File: src/design/assert_macros.svh
// Assertion macros shared by the scheduler RTL.
// Depends on nothing; included by the top level only.
`ifndef ASSERT_MACROS_SVH
`define ASSERT_MACROS_SVH
`ifndef ASSERT_OFF
`define ASSERT_IMPLY(lbl, clk_s, rstn_s, ante, cons) \
  lbl: assert property (@(posedge clk_s) disable iff (!rstn_s) (ante) |-> (cons)) \
    else $error("assertion failed");
`define ASSERT_NEXT(lbl, clk_s, rstn_s, ante, cons) \
  lbl: assert property (@(posedge clk_s) disable iff (!rstn_s) (ante) |=> (cons)) \
    else $error("assertion failed");
`else
`define ASSERT_IMPLY(lbl, clk_s, rstn_s, ante, cons)
`define ASSERT_NEXT(lbl, clk_s, rstn_s, ante, cons)
`endif
`endif

File: src/design/edf_pkg.sv
// Package for the EDF scheduler: payload types, codes and control structs.
// Depends on nothing; used by every module of the block.
package edf_pkg;

  localparam int TableDepthDefault = 16;
  localparam int MaxResults        = 16;

  localparam logic [1:0] OUT_DONE   = 2'd0;
  localparam logic [1:0] OUT_MISSED = 2'd1;
  localparam logic [1:0] OUT_REJECT = 2'd2;

  localparam logic KIND_ARRIVE = 1'b0;
  localparam logic KIND_TICK   = 1'b1;

  typedef struct packed {
    logic        kind;
    logic [15:0] task_id;
    logic [15:0] work_units;
    logic [31:0] due_time;
  } in_item_t;

  typedef struct packed {
    logic [15:0] task_id_res;
    logic [1:0]  outcome;
    logic [31:0] turnaround;
    logic [31:0] wait_time;
    logic [15:0] done_count;
    logic [15:0] miss_count;
    logic [47:0] sum_turnaround;
    logic [47:0] sum_wait;
    logic        last;
  } out_item_t;

  typedef struct packed {
    logic       cap_in;
    logic       ins_cmp;
    logic       ins_shift;
    logic       ld_reject;
    logic       ld_retire;
    logic [1:0] retire_outcome;
    logic       at_limit;
    logic       emit;
    logic       pop;
    logic       dec_head;
    logic       adv_now;
  } edf_cmd_t;

  typedef struct packed {
    logic full;
    logic head_valid;
    logic drop_hit;
    logic rem_le1;
    logic out_free;
  } edf_sts_t;

endpackage

File: src/design/edf_ctrl.sv
// Controller state machine of the EDF scheduler.
// Depends on edf_pkg; drives the datapath through edf_cmd_t.
module edf_ctrl
  import edf_pkg::*;
(
  input  logic     clk,
  input  logic     rst_n,
  input  logic     in_valid,
  input  logic     in_kind,
  output logic     in_ready,
  input  edf_sts_t sts,
  output edf_cmd_t cmd
);

  localparam logic [3:0] S_IDLE   = 4'd0;
  localparam logic [3:0] S_INSCMP = 4'd1;
  localparam logic [3:0] S_INSSH  = 4'd2;
  localparam logic [3:0] S_REJ    = 4'd3;
  localparam logic [3:0] S_CHECK  = 4'd4;
  localparam logic [3:0] S_RETIRE = 4'd5;
  localparam logic [3:0] S_EMIT   = 4'd6;
  localparam logic [3:0] S_EXEC   = 4'd7;
  localparam logic [3:0] S_ADV    = 4'd8;

  localparam int KW = $clog2(MaxResults + 1);

  logic [3:0]    state_r, state_nxt;
  logic [KW-1:0] k_r, k_nxt;
  logic [1:0]    oc_r, oc_nxt;

  always_ff @(posedge clk) begin
    if (!rst_n) begin
      state_r <= S_IDLE;
      k_r     <= '0;
      oc_r    <= OUT_DONE;
    end else begin
      state_r <= state_nxt;
      k_r     <= k_nxt;
      oc_r    <= oc_nxt;
    end
  end

  assign in_ready = (state_r == S_IDLE);

  always_comb begin
    state_nxt = state_r;
    k_nxt     = k_r;
    oc_nxt    = oc_r;
    cmd       = '0;
    cmd.retire_outcome = oc_r;
    cmd.at_limit = (k_r == KW'(MaxResults - 1));
    case (state_r)
      S_IDLE: begin
        if (in_valid) begin
          cmd.cap_in = 1'b1;
          k_nxt      = '0;
          state_nxt  = (in_kind == KIND_TICK) ? S_CHECK : S_INSCMP;
        end
      end
      S_INSCMP: begin
        if (sts.full) begin
          state_nxt = S_REJ;
        end else begin
          cmd.ins_cmp = 1'b1;
          state_nxt   = S_INSSH;
        end
      end
      S_INSSH: begin
        cmd.ins_shift = 1'b1;
        state_nxt     = S_IDLE;
      end
      S_REJ: begin
        cmd.ld_reject = 1'b1;
        oc_nxt        = OUT_REJECT;
        state_nxt     = S_EMIT;
      end
      S_CHECK: begin
        if (k_r < KW'(MaxResults) && sts.head_valid) begin
          if (sts.drop_hit) begin
            oc_nxt    = OUT_MISSED;
            state_nxt = S_RETIRE;
          end else begin
            state_nxt = S_EXEC;
          end
        end else begin
          state_nxt = S_ADV;
        end
      end
      S_EXEC: begin
        cmd.dec_head = 1'b1;
        if (sts.rem_le1) begin
          oc_nxt    = OUT_DONE;
          state_nxt = S_RETIRE;
        end else begin
          state_nxt = S_ADV;
        end
      end
      S_RETIRE: begin
        cmd.ld_retire = 1'b1;
        state_nxt     = S_EMIT;
      end
      S_EMIT: begin
        if (sts.out_free) begin
          cmd.emit = 1'b1;
          if (oc_r == OUT_REJECT) begin
            state_nxt = S_IDLE;
          end else begin
            cmd.pop   = 1'b1;
            k_nxt     = k_r + KW'(1);
            state_nxt = (oc_r == OUT_MISSED) ? S_CHECK : S_ADV;
          end
        end
      end
      S_ADV: begin
        cmd.adv_now = 1'b1;
        state_nxt   = S_IDLE;
      end
      default: begin
        state_nxt = S_IDLE;
      end
    endcase
  end

endmodule

File: config.mk
export PLATFORM = sky130hd
export DESIGN_NAME = edf_ctrl
export DESIGN_NICKNAME = d
export VERILOG_FILES = /design/src/design/assert_macros.svh /design/src/design/edf_pkg.sv /design/src/design/edf_ctrl.sv
export SDC_FILE = /design/constraint.sdc
export NUM_CORES = 1
export LEC_CHECK = 0
export CORE_MARGIN = 2
export CORE_UTILIZATION = 44
export DETAILED_ROUTE_END_ITERATION = 7
export DONT_BUFFER_PORTS = 1
export GPL_TIMING_DRIVEN = 0
export PLACE_DENSITY = 0.64
export SYNTH_ARGS = -nofsm -noshare
export SYNTH_HDL_FRONTEND = slang
export SYNTH_SLANG_ARGS = --single-unit
File: constraint.sdc
create_clock -name clk -period 1.6 [get_ports clk]
set_input_delay 0.08 -clock clk [delete_from_list [all_inputs] [get_ports clk]]
set_output_delay 0.08 -clock clk [all_outputs]
set_load 0.005 [all_outputs]
# Word-level counts from Yosys, hierarchy flattened
# Index checks and enable logic that the tools add are counted.
# W data, S select, Z words.
[word_totals]
out_inout_bits = 13
in_bits = 9
wordCells = 60
ff_bits = 11
[classes]
n_mux = 30
n_addsub = 1
n_reduce_logical = 8
n_lt_le_gt_ge = 1
n_eq_ne = 17
[ops]
columns = ["op", "n"]
rows = [
  ["$mux W4", 6],
  ["$pmux W4 S6", 1],
  ["$eq A4 B3 Y1 const B", 4],
  ["$mux W5", 3],
  ["$mux W2", 6],
  ["$ne A2 B2 Y1 const B", 6],
  ["$mux W1", 11],
  ["$pmux W5 S2", 1],
  ["$eq A4 B2 Y1 const B", 2],
  ["$reduce_and A4 Y1", 2],
  ["$pmux W2 S3", 1],
  ["$add A5 B1 Y5 const B", 1],
  ["$eq A5 B4 Y1 const B", 1],
  ["$lt A5 B5 Y1 const B", 1],
  ["$eq A4 B1 Y1 const B", 1],
  ["$eq A4 B4 Y1 const B", 1],
  ["$logic_not A4 Y1", 1],
  ["$mux W3", 1],
  ["$reduce_bool A3 Y1", 1],
  ["$eq A2 B1 Y1 const B", 1],
  ["$eq A2 B2 Y1 const B", 1],
  ["$reduce_and A2 Y1", 1],
  ["$reduce_bool A2 Y1", 1],
  ["$reduce_or A2 Y1", 1],
  ["$logic_and A1 B1 Y1", 1],
]

# Logic depth before layout (Yosys ltp)
# Gate-level depths: netlist (run 1).
[logic_depth]
depth_word = 5
ltp_mapped = 6
mapped_depth_nobuf = 6

# Worst setup path after synthesis (run 1)
# Ideal clock, no wire load.
[synth_path]
path_kind = "flip-flop to flip-flop"
from = "register oc_r[0]"
to = "register k_r[4]"
setup_time_ps = 64
required_time_ps = 1536
period_less_slack_ps = 1408
arrival_ps = 1344
setup_slack_ps = 192
path_stages_with_launch = 7
cell_sequence = "dfxtp_1 -> inv_1 -> ha_1 -> and4b_1 -> o21ai_2 -> mux2_2 -> nor2_1"
[synth_via]
elab_chain_cells = 3
[synth_rtl]
columns = ["item", "line", "rtl"]
rows = [
  ["start: declaration", "edf_ctrl.sv:29", "logic [1:0] oc_r, oc_nxt;"],
  ["start signal: assignment", "edf_ctrl.sv:39", "oc_r <= oc_nxt;"],
  ["$eq A2 B2 Y1", "edf_ctrl.sv:105", "if (oc_r == OUT_REJECT) begin"],
  ["$ne A2 B2 Y1 (no line)", "--", ""],
  ["$reduce_and A4 Y1 (no line)", "--", ""],
  ["end signal: assignment", "edf_ctrl.sv:38", "k_r <= k_nxt;"],
  ["end: declaration", "edf_ctrl.sv:28", "logic [KW-1:0] k_r, k_nxt;"],
]
# Every way passes these cells.
# A chain may end at the register's enable or synchronous reset.

# Worst setup path after layout (run 1)
# Ends and elaborated chain as after synthesis.

==> flow_summary.json, run 1 <==
{
  "htreeDepth": 1,
  "ys_ff_latch": 11,
  "synth.avg_cell_area_um2": 8.13,
  "arrival_ps": 1740,
  "grtUsageMet3_pct": 7.06,
  "gr-usage-all-layers_pct": 18.8,
  "cts_buffers": 3,
  "core_area_um2": 1710,
  "syn_area_um2": 788,
  "drt_iter0_drc": 4,
  "die_width_um": 46.3,
  "synth_cell_types": 37,
  "clock_sinks": 11,
  "setup_viol": 0,
  "cp-start-kind": "register",
  "first_pass_iters": 4,
  "ir_drop_uv": 422,
  "max_slew.worst_pin.slew_ps": 534,
  "routed_wl_um": 1720,
  "top_usage_layer": "met2",
  "syn2layout_area_growth_pct": 12.2,
  "synth_edf_count": 0,
  "die-area_um2": 2150,
  "layout.area.seq_um2": 223,
  "wl_per_cell_um": 13.3,
  "intPower_mw": 0.509,
  "drc": 0,
  "diodes": 0,
  "synth_most_common_cell": "nor2_1",
  "nNetsFinal": 118,
  "ys.flop_type": "dfxtp_1",
  "grt.met1_usage_pct": 24.7,
  "antenna_found_initial": 0,
  "worstHoldPathType": "in2reg",
  "hpwlAfterDp_um": 1280,
  "p_sw_mw": 0.265,
  "tritoncts": "done",
  "max_freq_mhz": 652,
  "fin_skew_ps": 5.67,
  "swShare_pct": 34.3,
  "cp_max_fo": 4,
  "grtUsageMet2_pct": 26.9,
  "multiInputGateArea_um2": 524,
  "port_buffers": 0,
  "cp_data_required_time_ps": 1810,
  "final_antenna_net_count": 0,
  "finalHoldViolCount": 0,
  "synth_common_cells": "nor2_1 (15), dfxtp_1 (11), and2_1 (5)",
  "yosysTopAreaCellShare_pct": 27.9,
  "max_slew_margin_pct": 64.3,
  "synth_area_leader_cell": "dfxtp_1",
  "synth_cells": 97,
  "cp-end-kind": "register",
  "die_h_um": 46.3,
  "fin_area_um2": 885,
  "p_per_area_nw_per_um2": 875,
  "yosys-top-cells-area": "dfxtp_1 (28%), nor2_1 (7.1%), ha_1 (6.3%), and2_1 (4.0%), xor2_1 (3.3%)",
  "start_util_pct": 46.2,
  "clockRootBuffer": "clkbuf_4",
  "clk_latency_ps": 270,
  "grt_max_degree": 11,
  "min_period_ps": 1530,
  "hold_slack_ps": 28.3,
  "cts_buffer_depth": 2,
  "avgViaCountPerCell": 5.48,
  "power_frac_clock_pct": 25.5,
  "synth-seq-area-share_pct": 27.9,
  "preCtsSetupSlack_ps": -9.26,
  "grt_overflow": 0,
  "fin_ws_ps": 66.1,
  "timing.final.crit_share_pct": 95.9,
  "pwr-share-comb_pct": 33.5,
  "grt_pass1_vias": 636,
  "layout-drive-gt1-share_pct": 15.4,
  "status": "completed",
  "rows": 15,
  "gp_congestion": 0.807,
  "fillers": 173,
  "slew_violations": 0,
  "ys_warn_count": 0,
  "vias": 707,
  "grt_first_pass_wirelength_um": 2840,
  "p_leak_nw": 0.354,
  "rsz0062_at_grt": "false",
  "dpl_cell_area_um2": 820,
  "clk_pin_slew_ps": 80,
  "io_pins": 22,
  "crit_type": "reg2reg",
  "seq_power_share_pct": 40.9,
  "syn_nets": 110,
  "async_flop_share_pct": 0,
  "drv_cap": 0
}
[power groups by stage]
| stage | Combinational (mW) | Sequential [mW] | Clock [mW] |
|---|---|---|---|
| final | 0.260 | 0.317 | 0.198 |
| after global routing | 0.291 | 0.320 | 0.220 |
| after CTS | 0.245 | 0.316 | 0.201 |
| after detailed placement | 0.237 | 0.322 | 0 |
| after global placement | 0.237 | 0.322 | 0 |
| after floorplan | 0.201 | 0.317 | 0 |
[repair_timing]
item                                   in CTS  in global routing
endpoints found under the hold margin       4                  0
hold buffers                                2                  0
setup endpoints to repair                   1                  1
buffers inserted                            0                  1
pin swaps                                   1                  1
resized for setup                           0                  4
[final cells by class]
| class | instances | share of cell area [%] |
|---|---|---|
| inverter | 4 | 1.70 |
| timing repair buffer | 3 | 3.11 |
| buffer | 5 | 4.24 |
| multi-input combinational | 77 | 59.3 |
| clock buffer | 4 | 2.97 |
| sequential | 11 | 25.2 |
| tap | 25 | 3.54 |
[per-layer routing]
layer | share of wire, % | vias up
met5 | 0 | -
met3 | 8.8 | 4
met4 | 1.6 | 0
met2 | 45 | 27
li1 | - | 366
met1 | 45 | 310
[flip-flops by register name, indices dropped and copies added, names as in the netlist]
signal and flops:
oc_r 2, k_r 5, state_r 4
[path summary, 6_finish.rpt]
| path | slack [ps] | to | start | cells past startpoint |
|---|---|---|---|---|
| hold reg to reg | 520 | k_r[3] | k_r[3] | 2 |
| hold / removal | 30 | state_r[3] | sts[1] | 3 |
| setup / recovery | 70 | k_r[4] | oc_r[0] | 6 |
| setup reg to reg | 70 | k_r[4] | oc_r[0] | 6 |
[worst max-delay path, stage by stage (launching register included)]
cell	delay, ps
dfxtp_2	350
inv_1	50
ha_1	180
and4b_2	270
o21ai_4	190
mux2_2	350
nor2_1	80
[layout by cell type (no fill, tap or decap), types with 4 or more instances in the layout]
| master | n |
|---|---|
| a21oi_1 | 4 |
| and2_1 | 5 |
| and3_1 | 4 |
| dfxtp_1 | 9 |
| ha_1 | 4 |
| inv_1 | 4 |
| nor2_1 | 15 |
| nor3_1 | 4 |
[metrics by stage]
stage	util [%]	instances	power [mW]	TNS, ps
3_5_place_dp	48.0	122	0.559	-9.26
6_report	51.8	129	0.774	0
3_3_place_gp	48.0	122	0.559	0
4_1_cts	50.7	128	0.762	0
5_1_grt	51.8	129	0.831	0
2_1_floorplan	-	97	0.518	0
[logic make-up (layout without fill, tap and decap cells)]
family	Yosys count	after routing	synth area share, %
xor gates and xnor gates	3	3	3.33
buffers and inverters	9	16	6.67
muxes	3	3	3.97
and+or+nand+nor	48	48	35.2
adders and majority gates	4	4	6.35
AOI/OAI and AO/OA	19	19	16.5
DFF	11	11	27.9
Power figures use the tool's default switching activity.
==> run 2, diff against run 1 <==
==> constraint.sdc (replaced) <==
create_clock -name clk -period 1.6 [get_ports clk]
set_input_delay 0.08 -clock clk [delete_from_list [all_inputs] [get_ports clk]]
set_output_delay 0.08 -clock clk [all_outputs]
set_load 0.02 [all_outputs]
==> run 2 against run 1 <==
Effect of this change:
- final cell count unchanged
- setup slack got worse by 13 ps
- critical path depth unchanged
- routed wire length grew 4.2%
- clock skew rose by 4.4 ps
- global-route usage grew 0.80 points
- combinational power increased by 15%
- die area unchanged
- utilization grew 1.8 points
- sequential cell count unchanged
- worst hold slack lost 8.7 ps
- critical endpoint unchanged
- largest power group unchanged
- highest routed layer unchanged
==> flow_summary.json, run 2 (same netlist as run 1, synthesis figures left out) <==
{
  "status": "completed",
  "timing.rr.start": "oc_r[0]",
  "layout.area.seq_um2": 228,
  "gp_congestion": 0.807,
  "grt_max_degree": 11,
  "clk_pin_slew_ps": 80,
  "cp_max_fo": 4,
  "p_per_area_nw_per_um2": 894,
  "finalNonFillerCells": 129,
  "clockRootBuffer": "clkbuf_4",
  "avgViaCountPerCell": 5.51,
  "rows": 15,
  "numPlacedInstances": 122,
  "p_sw_mw": 0.306,
  "fillers": 169,
  "timing.rr.end": "k_r[4]",
  "intPower_mw": 0.513,
  "pwr-share-comb_pct": 36.5,
  "first_pass_iters": 4,
  "final_antenna_net_count": 0,
  "ir_drop_uv": 420,
  "core_area_um2": 1710,
  "die_width_um": 46.3,
  "hpwlAfterDp_um": 1280,
  "top_regs": "k_r: 5 flops, state_r: 4 flops, oc_r: 2 flops",
  "rrSetupSlack_ps": 50,
  "cts_buffer_depth": 2,
  "r2r_cells": 6,
  "seq_power_share_pct": 39.0,
  "layout-drive-gt1-share_pct": 24.0,
  "fin_skew_ps": 10.1,
  "cp-end-kind": "register",
  "power_frac_clock_pct": 24.5,
  "port_buffers": 0,
  "timing.final.crit_share_pct": 96.7,
  "antenna_found_initial": 0,
  "arrival_ps": 1760,
  "gr-usage-all-layers_pct": 19.6,
  "finalSetupTns_ps": 0,
  "regMostFlops": "k_r",
  "htreeDepth": 1,
  "start_util_pct": 46.2,
  "p_leak_nw": 0.361,
  "crit_path_end": "k_r[4]",
  "wl_per_cell_um": 13.9,
  "io_pins": 22,
  "grt_overflow": 0,
  "finalHoldViolCount": 0,
  "die_h_um": 46.3,
  "tritoncts": "done",
  "min_period_ps": 1550,
  "nNetsFinal": 118,
  "diodes": 0,
  "die-area_um2": 2150,
  "clk_latency_ps": 280,
  "power.total_mw": 0.818,
  "drv_cap": 0,
  "worstHoldPathType": "in2reg",
  "multiInputGateArea_um2": 551,
  "dpl_cell_area_um2": 820,
  "grt_pass1_vias": 656,
  "max_slew.worst_pin.slew_ps": 525,
  "drt_iter0_drc": 11,
  "setup_viol": 0,
  "critPathLaunch": "oc_r[0]",
  "max_slew_margin_pct": 64.9,
  "clock_sinks": 11,
  "vias": 711,
  "fin_area_um2": 916,
  "drc": 0,
  "routed_wl_um": 1790,
  "grt_first_pass_wirelength_um": 2940,
  "largest_register_ffs": 5,
  "cp_data_required_time_ps": 1810,
  "cts_buffers": 3,
  "final_common_cell": "nor2_1",
  "postLayoutCoreUtil_pct": 53.6,
  "swShare_pct": 37.3,
  "slew_violations": 0,
  "syn2layout_area_growth_pct": 16.2,
  "max_freq_mhz": 647,
  "cp-start-kind": "register",
  "layout_common_cells": "nor2_1 (13), dfxtp_1 (9), inv_1 (4), and2_1 (4), a21oi_1 (4)",
  "crit_type": "reg2reg"
}
==> run 2: changes by cell type in the layout (fill, tap and decap cells not counted), moves of 2 or more <==
cell / change
nor3_1: -2
nor2_2: +2
dfxtp_4: +2
nor3_2: +2
nor2_1: -2
dfxtp_2: -2
==> run 2: worst max-delay path, stage by stage (launching register included) <==
cell and delay (ps):
dfxtp_4 380, inv_1 60, ha_2 170, and4b_2 260, o21ai_4 210, mux2_4 320, nor2_2 70
==> run 2: power groups by stage <==
stage / Combinational, mW / Clock, mW / Sequential (mW)
floorplan: 0.226 / 0 / 0.321
global placement: 0.262 / 0 / 0.326
detailed placement: 0.262 / 0 / 0.326
CTS: 0.276 / 0.201 / 0.319
global route: 0.330 / 0.220 / 0.322
finish: 0.299 / 0.201 / 0.319
==> run 2: stage by stage <==
| stage | setup slack, ps | hold slack (ps) |
|---|---|---|
| 2_1_floorplan | 59.1 | 202 |
| 3_3_place_gp | -107 | 209 |
| 3_5_place_dp | -140 | 210 |
| 4_1_cts | 15.3 | 21.9 |
| 5_1_grt | -19.0 | 30.5 |
| 6_report | 53.5 | 19.6 |
==> run 2: final cells by class <==
cell class                 instances  area share, %
buffer                             5           4.10
clock buffer                       4           2.87
inverter                           4           1.64
multi-input combinational         77           60.1
sequential                        11           24.9
tap                               25           3.42
timing repair buffer               3           3.01
==> run 2: how the worst min path moves through the flow <==
stage / from / end / cells past startpoint
after floorplan: rst_n / state_r[1] / 1
after global placement: rst_n / state_r[1] / 1
after detailed placement: rst_n / state_r[1] / 1
after CTS: sts[1] / state_r[3] / 3
after global routing: sts[1] / state_r[3] / 3
final: sts[1] / state_r[3] / 3
==> run 2: what timing repair did <==
action	4_1_cts	5_1_grt
endpoints found under the hold margin	4	0
hold buffers	2	0
gates resized for setup	5	11
buffers inserted	0	1
endpoints found under the setup margin	4	8
pin swaps	1	1
==> run 2: metal layers <==
metal | wire (µm) | part of all wire (%) | GRT usage, % | up-vias
li1 | - | - | - | 360
met3 | 107 | 6.0 | 6.27 | 4
met1 | 844 | 47 | 25.9 | 327
met2 | 814 | 45 | 28.9 | 20
met5 | 0 | 0 | 0 | -
met4 | 24 | 1.3 | 8.57 | 0
